<file path="config.mk">
export PLATFORM = sky130hd
export DESIGN_NAME = board_record_parser_core
export DESIGN_NICKNAME = d
export VERILOG_FILES = /design/src/rtl/core/brp_pkg.sv /design/src/rtl/core/board_record_parser_core.sv
export SDC_FILE = /design/constraint.sdc
export NUM_CORES = 2
export LEC_CHECK = 0
export BUFFER_PORTS_ARGS = -buffer_cell sky130_fd_sc_hd__clkbuf_2
export CAP_MARGIN = 30
export CORE_MARGIN = 2
export CORE_UTILIZATION = 59
export CTS_CLUSTER_DIAMETER = 30
export DETAILED_ROUTE_END_ITERATION = 8
export GPL_TIMING_DRIVEN = 0
export HOLD_SLACK_MARGIN = 0.02
export PLACE_DENSITY = 0.78
export SLEW_MARGIN = 20
export SYNTH_ARGS = -nofsm -noshare
export SYNTH_HDL_FRONTEND = slang
export SYNTH_SLANG_ARGS = --single-unit
export TNS_END_PERCENT = 5
</file>
<file path="constraint.sdc">
create_clock -name clk_i -period 9.1 [get_ports clk_i]
set_clock_uncertainty 0.2 [all_clocks]
set_input_delay 0.455 -clock clk_i [delete_from_list [all_inputs] [get_ports clk_i]]
set_output_delay 0.455 -clock clk_i [all_outputs]
set_load 0.01 [all_outputs]
</file>
<file path="src/rtl/core/brp_pkg.sv">
// Shared types, codes and helpers for the board record parser.
package brp_pkg;

  // Result kinds
  localparam logic [2:0] KindMac   = 3'd0;
  localparam logic [2:0] KindBaud  = 3'd1;
  localparam logic [2:0] KindMem   = 3'd2;
  localparam logic [2:0] KindClock = 3'd3;
  localparam logic [2:0] KindEnd   = 3'd4;

  // Key kinds (second letter is checked against these)
  localparam logic [1:0] KeyMac   = 2'd0;
  localparam logic [1:0] KeyBaud  = 2'd1;
  localparam logic [1:0] KeyMem   = 2'd2;
  localparam logic [1:0] KeyClock = 2'd3;

  // Characters of interest
  localparam logic [7:0] ChNul     = 8'h00;
  localparam logic [7:0] ChNewline = 8'h0A;
  localparam logic [7:0] ChFill    = 8'hFF;
  localparam logic [7:0] ChSlash   = 8'h2F;
  localparam logic [7:0] ChZero    = 8'h30;
  localparam logic [7:0] ChOne     = 8'h31;
  localparam logic [7:0] ChUpA     = 8'h41;
  localparam logic [7:0] ChUpB     = 8'h42;
  localparam logic [7:0] ChUpD     = 8'h44;
  localparam logic [7:0] ChUpE     = 8'h45;
  localparam logic [7:0] ChUpF     = 8'h46;
  localparam logic [7:0] ChUpH     = 8'h48;
  localparam logic [7:0] ChUpS     = 8'h53;
  localparam logic [7:0] ChUpZ     = 8'h5A;
  localparam logic [7:0] ChLowA    = 8'h61;
  localparam logic [7:0] ChLowF    = 8'h66;

  // Scale factors
  localparam logic [31:0] HzPerMhz  = 32'd1000000;
  localparam logic [31:0] BaudUnit  = 32'd100;
  localparam int unsigned MbShift   = 20;
  localparam int unsigned MacDigits = 12;
  localparam logic [9:0]  LimitReset = 10'd50;

  // Parser phase, one-hot
  typedef enum logic [7:0] {
    PhFirst = 8'b0000_0001,
    PhLater = 8'b0000_0010,
    PhKey2  = 8'b0000_0100,
    PhSep   = 8'b0000_1000,
    PhValue = 8'b0001_0000,
    PhDiv   = 8'b0010_0000,
    PhSkip  = 8'b0100_0000,
    PhDone  = 8'b1000_0000
  } phase_e;

  // Arithmetic sequencer, one-hot
  typedef enum logic [5:0] {
    SeqIdle    = 6'b00_0001,
    SeqDiv     = 6'b00_0010,
    SeqMulQ    = 6'b00_0100,
    SeqMulHz   = 6'b00_1000,
    SeqMulBaud = 6'b01_0000,
    SeqEmit    = 6'b10_0000
  } seq_e;

  // Work a byte hands to the sequencer
  typedef enum logic [1:0] {
    JobNone  = 2'd0,
    JobEmit  = 2'd1,
    JobBaud  = 2'd2,
    JobClock = 2'd3
  } job_e;

  // Hex digit value; other bytes count as (c - '0') mod 256
  function automatic logic [7:0] hex_value(logic [7:0] c);
    logic [7:0] v;
    if (c inside {[ChUpA:ChUpF]}) begin
      v = c - ChUpA + 8'd10;
    end else if (c inside {[ChLowA:ChLowF]}) begin
      v = c - ChLowA + 8'd10;
    end else begin
      v = c - ChZero;
    end
    return v;
  endfunction

  // Expected second key letter for each key kind
  function automatic logic [7:0] second_key(logic [1:0] kk);
    logic [7:0] k;
    case (kk)
      KeyMac:   k = ChUpA;
      KeyBaud:  k = ChUpB;
      KeyMem:   k = ChOne;
      KeyClock: k = ChUpZ;
      default:  k = ChUpA;
    endcase
    return k;
  endfunction

endpackage

</file>
<file path="src/rtl/core/board_record_parser_core.sv">
// Board record parser: byte-wise record decoder with a shared divide/multiply sequencer.
//
//  channel | signals                                   | direction
//  --------+-------------------------------------------+----------
//  in      | in_valid_i, in_stall_o, data_byte_i,      | into block
//          | table_start_i                             |
//  out     | out_valid_o, out_stall_i, result_kind_o,  | out of block
//          | main_value_o, bus_value_o                 |
//  cfg     | cfg_we_i, cfg_wdata_i (bus_limit_mhz)     | into block
//
// A byte that yields no result leaves the sequencer idle; the next byte can be taken in the following cycle.
// MAC, memory size and end-of-table results go straight to the emit step; baud passes the baud multiply.
// Clock results pass the Hz multiply, or with a nonzero divisor a restoring divider first retires
// one quotient bit per cycle, then the one shared 32x32 multiplier runs twice.
// Input stalls while the sequencer is busy; a result waits in the output register
// while the next bytes are parsed, and the sequencer holds in its emit step if it is full and stalled.
// rst_ni clears the parser, the sequencer and the limit register (to 50) at once.
module board_record_parser_core (
  input  logic        clk_i,
  input  logic        rst_ni,
  input  logic        in_valid_i,
  output logic        in_stall_o,
  input  logic [7:0]  data_byte_i,
  input  logic        table_start_i,
  output logic        out_valid_o,
  input  logic        out_stall_i,
  output logic [2:0]  result_kind_o,
  output logic [47:0] main_value_o,
  output logic [31:0] bus_value_o,
  input  logic        cfg_we_i,
  input  logic [9:0]  cfg_wdata_i
);

  // Parser state
  brp_pkg::phase_e phase_q, phase_d;
  logic [1:0]  key_kind_q, key_kind_d;
  logic [31:0] acc_q, acc_d;
  logic [47:0] mac_q, mac_d;
  logic [3:0]  hex_cnt_q, hex_cnt_d;
  logic [3:0]  hi_nib_q, hi_nib_d;
  logic [31:0] divisor_q, divisor_d;
  logic        started_q, started_d;

  // Current view of parser state (table start clears it)
  brp_pkg::phase_e cur_phase;
  logic [1:0]  cur_kk;
  logic [31:0] cur_acc;
  logic [47:0] cur_mac;
  logic [3:0]  cur_hex_cnt;
  logic [3:0]  cur_hi;
  logic [31:0] cur_div;
  logic        cur_started;

  // Job from this byte
  brp_pkg::job_e job;
  logic [2:0]  job_kind;
  logic [47:0] job_main;

  // Sequencer and shared unit
  brp_pkg::seq_e seq_q;
  logic [31:0] num_q;
  logic [31:0] quo_q;
  logic [31:0] rem_q;
  logic [4:0]  div_cnt_q;
  logic [2:0]  pend_kind_q;
  logic [47:0] pend_main_q;
  logic [31:0] pend_bus_q;
  logic [9:0]  limit_q;

  logic        in_acc;
  logic        emit_fire;
  logic [7:0]  c;
  logic        ends_rec;
  logic [7:0]  hv;
  logic [7:0]  mac_byte;
  logic [4:0]  hex_next;
  logic [32:0] rem_shift;
  logic [32:0] rem_diff;
  logic        take;
  logic [31:0] mul_a;
  logic [31:0] mul_b;
  logic [31:0] prod;

  // Output register
  logic        out_valid_q;
  logic [2:0]  out_kind_q;
  logic [47:0] out_main_q;
  logic [31:0] out_bus_q;

  assign in_stall_o = (seq_q != brp_pkg::SeqIdle);
  assign in_acc     = in_valid_i && !in_stall_o;
  assign c          = data_byte_i;
  assign ends_rec   = (c == brp_pkg::ChNewline) || (c == brp_pkg::ChFill);
  assign emit_fire  = (seq_q == brp_pkg::SeqEmit) && (!out_valid_q || !out_stall_i);

  // Apply table start before parsing the byte
  always_comb begin
    if (table_start_i) begin
      cur_phase   = brp_pkg::PhFirst;
      cur_kk      = brp_pkg::KeyMac;
      cur_acc     = '0;
      cur_mac     = '0;
      cur_hex_cnt = '0;
      cur_hi      = '0;
      cur_div     = '0;
      cur_started = 1'b0;
    end else begin
      cur_phase   = phase_q;
      cur_kk      = key_kind_q;
      cur_acc     = acc_q;
      cur_mac     = mac_q;
      cur_hex_cnt = hex_cnt_q;
      cur_hi      = hi_nib_q;
      cur_div     = divisor_q;
      cur_started = started_q;
    end
  end

  assign hv       = brp_pkg::hex_value(c);
  assign mac_byte = {cur_hi, 4'b0000} + hv;
  assign hex_next = {1'b0, cur_hex_cnt} + 5'd1;

  // Parse one byte
  always_comb begin
    phase_d    = cur_phase;
    key_kind_d = cur_kk;
    acc_d      = cur_acc;
    mac_d      = cur_mac;
    hex_cnt_d  = cur_hex_cnt;
    hi_nib_d   = cur_hi;
    divisor_d  = cur_div;
    started_d  = cur_started;
    job        = brp_pkg::JobNone;
    job_kind   = brp_pkg::KindEnd;
    job_main   = '0;
    case (cur_phase)
      brp_pkg::PhFirst, brp_pkg::PhLater: begin
        if (cur_phase == brp_pkg::PhLater &&
            (c == brp_pkg::ChNul || c == brp_pkg::ChFill)) begin
          phase_d  = brp_pkg::PhDone;
          job      = brp_pkg::JobEmit;
          job_kind = brp_pkg::KindEnd;
        end else if (ends_rec) begin
          phase_d = brp_pkg::PhLater;
        end else if (c == brp_pkg::ChUpE) begin
          key_kind_d = brp_pkg::KeyMac;
          phase_d    = brp_pkg::PhKey2;
        end else if (c == brp_pkg::ChUpS) begin
          key_kind_d = brp_pkg::KeyBaud;
          phase_d    = brp_pkg::PhKey2;
        end else if (c == brp_pkg::ChUpD) begin
          key_kind_d = brp_pkg::KeyMem;
          phase_d    = brp_pkg::PhKey2;
        end else if (c == brp_pkg::ChUpH) begin
          key_kind_d = brp_pkg::KeyClock;
          phase_d    = brp_pkg::PhKey2;
        end else begin
          phase_d = brp_pkg::PhSkip;
        end
      end
      brp_pkg::PhKey2: begin
        if (ends_rec) begin
          phase_d = brp_pkg::PhLater;
        end else if (c == brp_pkg::second_key(cur_kk)) begin
          phase_d = brp_pkg::PhSep;
        end else begin
          phase_d = brp_pkg::PhSkip;
        end
      end
      brp_pkg::PhSep: begin
        if (ends_rec) begin
          phase_d = brp_pkg::PhLater;
        end else begin
          phase_d   = brp_pkg::PhValue;
          acc_d     = '0;
          mac_d     = '0;
          hex_cnt_d = '0;
          hi_nib_d  = '0;
          divisor_d = '0;
          started_d = 1'b0;
        end
      end
      brp_pkg::PhValue: begin
        if (cur_kk == brp_pkg::KeyMac) begin
          if (ends_rec) begin
            phase_d = brp_pkg::PhLater;
          end else begin
            if (!cur_hex_cnt[0]) begin
              hi_nib_d = hv[3:0];
            end else begin
              mac_d = {cur_mac[39:0], mac_byte};
            end
            hex_cnt_d = hex_next[3:0];
            if (hex_next >= 5'(brp_pkg::MacDigits)) begin
              phase_d  = brp_pkg::PhSkip;
              job      = brp_pkg::JobEmit;
              job_kind = brp_pkg::KindMac;
              job_main = cur_hex_cnt[0] ? {cur_mac[39:0], mac_byte} : cur_mac;
            end
          end
        end else if (ends_rec) begin
          phase_d = brp_pkg::PhLater;
          case (cur_kk)
            brp_pkg::KeyBaud: job = brp_pkg::JobBaud;
            brp_pkg::KeyMem: begin
              job      = brp_pkg::JobEmit;
              job_kind = brp_pkg::KindMem;
              job_main = {16'b0, cur_acc[31-brp_pkg::MbShift:0], {brp_pkg::MbShift{1'b0}}};
            end
            default: job = brp_pkg::JobClock;
          endcase
        end else if (cur_kk == brp_pkg::KeyClock && cur_started && c == brp_pkg::ChSlash) begin
          phase_d = brp_pkg::PhDiv;
        end else begin
          acc_d     = {cur_acc[28:0], 3'b000} + {cur_acc[30:0], 1'b0}
                      + ({24'b0, c} - {24'b0, brp_pkg::ChZero});
          started_d = 1'b1;
        end
      end
      brp_pkg::PhDiv: begin
        divisor_d = {24'b0, c} - {24'b0, brp_pkg::ChZero};
        phase_d   = ends_rec ? brp_pkg::PhLater : brp_pkg::PhSkip;
        job       = brp_pkg::JobClock;
      end
      brp_pkg::PhSkip: begin
        if (ends_rec) phase_d = brp_pkg::PhLater;
      end
      default: ;
    endcase
  end

  // Hold parser state between accepted bytes
  always_ff @(posedge clk_i or negedge rst_ni) begin
    if (!rst_ni) begin
      phase_q    <= brp_pkg::PhFirst;
      key_kind_q <= brp_pkg::KeyMac;
      acc_q      <= '0;
      mac_q      <= '0;
      hex_cnt_q  <= '0;
      hi_nib_q   <= '0;
      divisor_q  <= '0;
      started_q  <= 1'b0;
    end else if (in_acc) begin
      phase_q    <= phase_d;
      key_kind_q <= key_kind_d;
      acc_q      <= acc_d;
      mac_q      <= mac_d;
      hex_cnt_q  <= hex_cnt_d;
      hi_nib_q   <= hi_nib_d;
      divisor_q  <= divisor_d;
      started_q  <= started_d;
    end
  end

  // Write the limit register
  always_ff @(posedge clk_i or negedge rst_ni) begin
    if (!rst_ni) begin
      limit_q <= brp_pkg::LimitReset;
    end else if (cfg_we_i) begin
      limit_q <= cfg_wdata_i;
    end
  end

  // Divider step: one quotient bit per cycle
  assign rem_shift = {rem_q, quo_q[31]};
  assign rem_diff  = rem_shift - {1'b0, divisor_q};
  assign take      = !rem_diff[32];

  // Shared multiplier, low 32 bits kept
  always_comb begin
    case (seq_q)
      brp_pkg::SeqMulQ: begin
        mul_a = quo_q;
        mul_b = divisor_q;
      end
      brp_pkg::SeqMulBaud: begin
        mul_a = num_q;
        mul_b = brp_pkg::BaudUnit;
      end
      default: begin
        mul_a = num_q;
        mul_b = brp_pkg::HzPerMhz;
      end
    endcase
  end
  assign prod = mul_a * mul_b;

  // Advance the sequencer
  always_ff @(posedge clk_i or negedge rst_ni) begin
    if (!rst_ni) begin
      seq_q <= brp_pkg::SeqIdle;
    end else begin
      case (seq_q)
        brp_pkg::SeqIdle: begin
          if (in_acc) begin
            case (job)
              brp_pkg::JobEmit: seq_q <= brp_pkg::SeqEmit;
              brp_pkg::JobBaud: seq_q <= brp_pkg::SeqMulBaud;
              brp_pkg::JobClock: begin
                seq_q <= (divisor_d != '0) ? brp_pkg::SeqDiv : brp_pkg::SeqMulHz;
              end
              default: seq_q <= brp_pkg::SeqIdle;
            endcase
          end
        end
        brp_pkg::SeqDiv: begin
          if (div_cnt_q == '1) seq_q <= brp_pkg::SeqMulQ;
        end
        brp_pkg::SeqMulQ:    seq_q <= brp_pkg::SeqMulHz;
        brp_pkg::SeqMulHz:   seq_q <= brp_pkg::SeqEmit;
        brp_pkg::SeqMulBaud: seq_q <= brp_pkg::SeqEmit;
        brp_pkg::SeqEmit: begin
          if (emit_fire) seq_q <= brp_pkg::SeqIdle;
        end
        default: seq_q <= brp_pkg::SeqIdle;
      endcase
    end
  end

  // Datapath registers of the sequencer
  always_ff @(posedge clk_i) begin
    case (seq_q)
      brp_pkg::SeqIdle: begin
        num_q       <= acc_d;
        quo_q       <= acc_d;
        rem_q       <= '0;
        div_cnt_q   <= '0;
        pend_kind_q <= job_kind;
        pend_main_q <= job_main;
        pend_bus_q  <= '0;
      end
      brp_pkg::SeqDiv: begin
        rem_q     <= take ? rem_diff[31:0] : rem_shift[31:0];
        quo_q     <= {quo_q[30:0], take};
        div_cnt_q <= div_cnt_q + 5'd1;
      end
      brp_pkg::SeqMulQ: begin
        num_q <= prod;
      end
      brp_pkg::SeqMulHz: begin
        pend_kind_q <= brp_pkg::KindClock;
        pend_main_q <= {16'b0, prod};
        pend_bus_q  <= (num_q > {22'b0, limit_q}) ? {1'b0, prod[31:1]} : prod;
      end
      brp_pkg::SeqMulBaud: begin
        pend_kind_q <= brp_pkg::KindBaud;
        pend_main_q <= {16'b0, prod};
        pend_bus_q  <= '0;
      end
      default: ;
    endcase
  end

  // Load and drop the output register
  always_ff @(posedge clk_i or negedge rst_ni) begin
    if (!rst_ni) begin
      out_valid_q <= 1'b0;
    end else if (emit_fire) begin
      out_valid_q <= 1'b1;
    end else if (!out_stall_i) begin
      out_valid_q <= 1'b0;
    end
  end

  always_ff @(posedge clk_i) begin
    if (emit_fire) begin
      out_kind_q <= pend_kind_q;
      out_main_q <= pend_main_q;
      out_bus_q  <= pend_bus_q;
    end
  end

  assign out_valid_o   = out_valid_q;
  assign result_kind_o = out_kind_q;
  assign main_value_o  = out_main_q;
  assign bus_value_o   = out_bus_q;

  // A new result only comes from the emit step
  a_emit_source: assert property (@(posedge clk_i) disable iff (!rst_ni)
    $rose(out_valid_q) |-> $past(seq_q == brp_pkg::SeqEmit))
    else $error("output loaded outside emit step");

  // The divider never runs with a zero divisor
  a_div_nonzero: assert property (@(posedge clk_i) disable iff (!rst_ni)
    (seq_q == brp_pkg::SeqDiv) |-> (divisor_q != '0))
    else $error("divide step with zero divisor");

  // Only clock results carry a bus value
  a_bus_zero: assert property (@(posedge clk_i) disable iff (!rst_ni)
    (out_valid_q && out_kind_q != brp_pkg::KindClock) |-> (out_bus_q == '0))
    else $error("bus value on non-clock result");

  // Hex count stays within one MAC
  a_hex_range: assert property (@(posedge clk_i) disable iff (!rst_ni)
    hex_cnt_q <= 4'(brp_pkg::MacDigits))
    else $error("hex count out of range");

  // No byte is taken while the divider runs, and the divider does not leave early
  a_busy_stall: assert property (@(posedge clk_i) disable iff (!rst_ni)
    (seq_q == brp_pkg::SeqDiv && div_cnt_q != '1) |=> (seq_q == brp_pkg::SeqDiv) && in_stall_o)
    else $error("divider left early");

endmodule
</file>
# Yosys cells after proc, flatten, opt, wreduce, memory -nomap -nowiden
# Index checks and enable logic that the tools add are counted.
# Widths: inputs -> output; s select.
[word_totals] ff_bits=415 latchBits=0 ram_bits=0 romBits=0 inputBits=24 out_inout_bits=85 word_cells=200 mem_count=0
[op_classes] add_sub_neg=12 mul=1 n_div=0 n_lt_le_gt_ge=6 eq_ne=33 n_shift=0 muxes=101 n_bitwise=0 reduce_logical=26
[ops] cell="$pmux 32 s2" n=7
[ops] cell="$mux 48" n=9
[ops] cell="$mux 32" n=12
[ops] cell="$pmux 48 s2" n=2
[ops] cell="$mux 8" n=12
[ops] cell="$add 32x32->32" n=2
[ops] cell="$mux 7" n=8
[ops] cell="$pmux 8 s6" n=1
[ops] cell="$eq 8x7->1 const B" n=5
[ops] cell="$mux 4" n=10
[ops] cell="$sub 33x32->33" n=1
[ops] cell="$gt 32x10->1" n=1
[ops] cell="$mul 32x32->32" n=1
[ops] cell="$pmux 8 s4" n=1
[ops] cell="$reduce_bool 32->1" n=1
[ops] cell="$pmux 6 s5" n=1
[ops] cell="$mux 2" n=10
[ops] cell="$mux 3" n=6
[ops] cell="$mux 6" n=3
[ops] cell="$pmux 6 s3" n=1
[ops] cell="$add 8x4->8 const B" n=2
[ops] cell="$eq 8x4->1 const B" n=2
[ops] cell="$eq 8x6->1 const B" n=2
[ops] cell="$ge 8x7->1 const B" n=2
[ops] cell="43 further kinds" n=77

# Logic depth before layout (Yosys ltp)
[depth] ltp_word=11 depth_mapped=33 ltp_nobuf=30

# Worst setup path after synthesis
# Ideal clock, no wire load.
[synth_path] path_type="register -> register" startpoint="register seq_q[1]" endpoint="register pend_bus_q[30] (data pin)" setup_ns=0.266 arrival_time_ns=8.543 required_time_ns=8.634 slack_ns=0.090 stages_incl_launch_ff=32 path_buffers=4 synth_period_minus_slack_ns=9.010 cell_sequence="dfrtp_1 > or4_1 > nor3b_2 > clkbuf_1 > clkbuf_1 > buf_1 > clkbuf_1 > and3_1 > fa_1 > fa_1 > fa_1 > inv_1 > fa_1 > inv_1 > fa_1 > inv_1 > fa_1 > inv_1 > fa_1 > fa_1 > ha_1 > a21oi_1 > o21ai_0 > nor3_1 > nor3_1 > a21oi_1 > o211ai_1 > a31o_2 > a21oi_1 > xor2_1 > mux2_2 > nor2_1"
[synth_between] elab_chain_len=5 elab_cells_between_ends=10 cone_classes="mul: 1; eq/ne: 4; mux: 4; reduce/logical: 1"
[synth_lines] item="from (decl)" line_no="board_record_parser_core.sv:60" rtl="brp_pkg::seq_e seq_q;"
[synth_lines] item="from (signal assigned)" line_no="board_record_parser_core.sv:291" rtl="seq_q <= brp_pkg::SeqIdle;"
[synth_lines] item="from (signal assigned)" line_no="board_record_parser_core.sv:297" rtl="brp_pkg::JobEmit: seq_q <= brp_pkg::SeqEmit;"
[synth_lines] item="from (signal assigned)" line_no="board_record_parser_core.sv:298" rtl="brp_pkg::JobBaud: seq_q <= brp_pkg::SeqMulBaud;"
[synth_lines] item="$eq 6x5->1 or $eq 6x3->1 (tied branches)" line_no="board_record_parser_core.sv:271, board_record_parser_core.sv:322"
[synth_lines] item="$pmux 32 s2 or $mux 32 (tied branches)" line_no="board_record_parser_core.sv:271" rtl="case (seq_q)"
[synth_lines] item="$mul 32x32->32" line_no="board_record_parser_core.sv:286" rtl="assign prod = mul_a * mul_b;"
[synth_lines] item="$mux 32" line_no="board_record_parser_core.sv:343" rtl="pend_bus_q <= (num_q > {22'b0, limit_q}) ? {1'b0, prod[31:1]} : prod;"
[synth_lines] item="$pmux 32 s2 (*)" line_no="board_record_parser_core.sv:322" rtl="case (seq_q)"
[synth_lines] item="to (signal assigned)" line_no="board_record_parser_core.sv:343"
[synth_lines] item="to (decl)" line_no="board_record_parser_core.sv:67" rtl="logic [31:0] pend_bus_q;"
# Every way passes the cells marked *; elsewhere a longest branch is shown, timed or not.
# A chain may end at the register's enable or synchronous reset.

# Worst setup path in the final report
[layout_path] startpoint="register seq_q[3]" endpoint="register pend_main_q[23] (data pin)"
[layout_between] elab_chain_len=4 elab_cells_between_ends=9 cone_classes="mul: 1; eq/ne: 4; mux: 3; reduce/logical: 1"
[layout_lines] item="$eq 6x5->1 or $eq 6x3->1 (tied branches)" line_no="board_record_parser_core.sv:271, board_record_parser_core.sv:322"
[layout_lines] item="$pmux 32 s2 or $mux 32 (tied branches)" line_no="board_record_parser_core.sv:271"
[layout_lines] item="$mul 32x32->32" line_no="board_record_parser_core.sv:286"
[layout_lines] item="$pmux 48 s2 (*)" line_no="board_record_parser_core.sv:322"
[layout_lines] item="to (signal assigned)" line_no="board_record_parser_core.sv:329" rtl="pend_main_q <= job_main;"
[layout_lines] item="to (signal assigned)" line_no="board_record_parser_core.sv:342" rtl="pend_main_q <= {16'b0, prod};"
[layout_lines] item="to (signal assigned)" line_no="board_record_parser_core.sv:347" rtl="pend_main_q <= {16'b0, prod};"
[layout_lines] item="to (decl)" line_no="board_record_parser_core.sv:66" rtl="logic [47:0] pend_main_q;"
# Marks and branches as above.

==> out/metrics.yaml <==
yosys_most_used_dff: "edfxtp_1"
yosysMostFrequentCell: "inv_1"
die_y_um: 259
dieArea_um2: 67100
status: "complete, but fails checks"
grt_max_degree: 80
worst_skew_pair.late_latency_ns: 0.65
synth_async_sr_flop_share_pct: 35.7
critPathMaxStageDelay_ns: 0.57
drt-total-wl_um: 143000
syn_area_um2: 38400
syn2layout_area_growth_pct: 18.3
grt_pass1_wl_um: 208000
portBuffers: 105
antenna_found_initial: 2
synth_warnings: 0
violations: "setup timing"
min_path_type: "in -> reg"
num-fill-cells: 4716
end_kind: "register"
cp_common_cell: "fa_1"
cts-root-buf: "clkbuf_16"
finalSetupViolCount: 7
cts_tree: "yes"
gp_congestion: 1.05
power.total_uw: 5440
num_vias: 33428
nNetsFinal: 4914
relSlewSlack_pct: 20.1
setup_slack_ns: -0.0696
cellLeakagePower_uw: 0.0217
cts_made_buffers: 84
dr.pass1.iters: 7
criticalPathCategory: "reg -> reg"
post-route-period-util_pct: 101
stdcell_area_um2: 45400
yosys-top-cells-count: "inv_1, fa_1, nand2_1"
row_count: 93
min_period_ns: 9.17
postRouteAntennaNets: 0
first_global_vias: 32913
yosysTopAreaCell: "fa_1"
hpwl_um: 107000
ir_drop_mv: 0.151
crit_required_ns: 9.29
ys_ff_latch: 415
overflow: 0
syn-num-nets: 4617
viasPerCell: 6.46
crit_fanout: 9
drc: 0
yosysSeqAreaShare_pct: 30.5
ys_top_cells_by_area: "fa_1, edfxtp_1, dfrtp_1, ha_1, inv_1"
fp.dieW_um: 259
drv_cap: 0
rsz0062_at_grt: "yes"
multi_input_area_um2: 24900
yosys.area.top_type_share_pct: 22.9
synth_edf_count: 267
htreeDepth: 3
tns_ns: -0.245
track_usage_pct: 42.5
drv_slew: 0
tightest_slew_ns: 1.19
startpoint_type: "register"
path_clk_slew_ns: 0.05
start_util_pct: 59.7
regArea_um2: 11700
wl_per_cell_um: 27.6
arrival_ns: 9.36
post_dp_cell_area_um2: 40500
core_area_um2: 64300
critPathSlowestCell: "fa_1"
pin_count: 109
cts_sinks: 415
cts.path.max_buffers: 3
postSynthAreaPerCell_um2: 9.74
hold_viol: 0
drive_gt1_share_pct: 13.3
p_per_area_nw_per_um2: 120
clock.fmax_mhz: 109
drtIter0Drc: 4718
synth.distinct_cells: 76
syn_inst: 3941
[layout by cell type, fill, tap and decap left out, types with 15 or more instances in the layout]
cell / count
ha_1: 205
fa_1: 430
buf_4: 80
clkbuf_1: 150
and3_1: 183
nor2_1: 371
a22oi_1: 15
a31oi_1: 30
edfxtp_1: 267
nor3_1: 28
xor2_1: 36
nand3_1: 58
or2_2: 15
a22o_1: 84
clkbuf_16: 87
nor2b_1: 41
a21o_1: 44
mux2i_1: 98
nand2_1: 382
a21oi_4: 19
and2_1: 17
nand2b_1: 32
a21oi_1: 151
inv_1: 483
clkbuf_8: 24
dfrtp_1: 143
clkbuf_2: 116
xnor2_1: 102
o21a_1: 43
nor4_1: 23
o21ai_0: 146
[cell type report]
type / instances / area share [%]
Multi-Input combinational cell: 2825 / 54.8
Sequential cell: 415 / 25.8
Antenna cell: 7 / 0.0386
Tap cell: 855 / 2.36
Inverter: 485 / 4.01
Timing Repair Buffer: 226 / 3.94
Buffer: 201 / 2.39
Clock inverter: 53 / 1.64
Clock buffer: 104 / 5.01
[cells by family after synthesis]
| family | Yosys count | synth area share, % |
|---|---|---|
| buffers and inverters | 701 | 6.90 |
| multiplexers | 112 | 2.96 |
| XOR/XNOR | 153 | 3.53 |
| AO/OA/AOI/OAI | 659 | 11.0 |
| AND/OR/NAND/NOR | 1249 | 15.2 |
| adder cells (fa/ha/maj) | 652 | 29.8 |
| flip-flops | 415 | 30.5 |
[what timing repair did]
action	CTS	global route
hold buffers	12	0
endpoints found under the setup margin	68	40
cloned	1	3
resized for setup	203	81
pin swaps	22	50
hold endpoints to repair	86	0
buffers inserted	24	52
[routing by layer]
metal	GRT usage, %	part of all wire (%)
met5	0	0.013
met2	63.3	43
met3	13.0	13
met1	54.9	36
met4	25.1	7.2
[worst max-delay path, delay by kind of cell (launching register included)]
kind | cells | cell delay (ns)
adder cells (fa/ha/maj) | 9 | 3.82
AO/OA/AOI/OAI | 6 | 2.11
AND/OR/NAND/NOR | 7 | 1.72
buffers and inverters | 4 | 0.43
flip-flops | 1 | 0.41
XOR/XNOR | 1 | 0.23
[path summary, 6_finish.rpt]
path	from	end	slack, ns	depth (start not counted)
min reg2reg	pend_main_q[4]$_DFFE_PP_	main_value_o[4]$_DFFE_PP_	0.21	0
min	out_stall_i	main_value_o[45]$_DFFE_PP_	0.05	2
max in group asynchronous	rst_ni	limit_q[5]$_DFFE_PN1P_	7.64	3
min in group asynchronous	rst_ni	phase_q[3]$_DFFE_PN0P_	0.19	2
max reg2reg	seq_q[3]$_DFFE_PN0P_	pend_main_q[23]$_DFFE_PP_	-0.07	27
max	seq_q[3]$_DFFE_PN0P_	pend_main_q[23]$_DFFE_PP_	-0.07	27
[where the power goes]
group	leakage, uW	internal (uW)	switching, uW
clock	0.00145	2120	1120
combinational	0.0151	56.9	131
sequential	0.00508	2000	4.61
[sequential cells by signal, summed over array words and instances (netlist names), 8 cells and up]
register      cells
mac_q            48
limit_q          10
rem_q            32
divisor_q        32
main_value_o     48
phase_q           8
quo_q            32
pend_main_q      48
bus_value_o      32
acc_q            32
pend_bus_q       32
num_q            32
[through the flow]
step | utilization (%) | setup slack (ns) | cells | hold slack (ns)
floorplan | - | 0.0905 | 3941 | -0.0406
global placement | 62.1 | -2.98 | 4901 | 0.201
detailed placement | 63.0 | -2.82 | 4929 | 0.205
CTS | 69.4 | 0.00160 | 5110 | 0.0250
global route | 70.5 | -0.213 | 5164 | 0.0466
finish | 70.6 | -0.0696 | 5171 | 0.0454
Power figures use the tool's default switching activity.
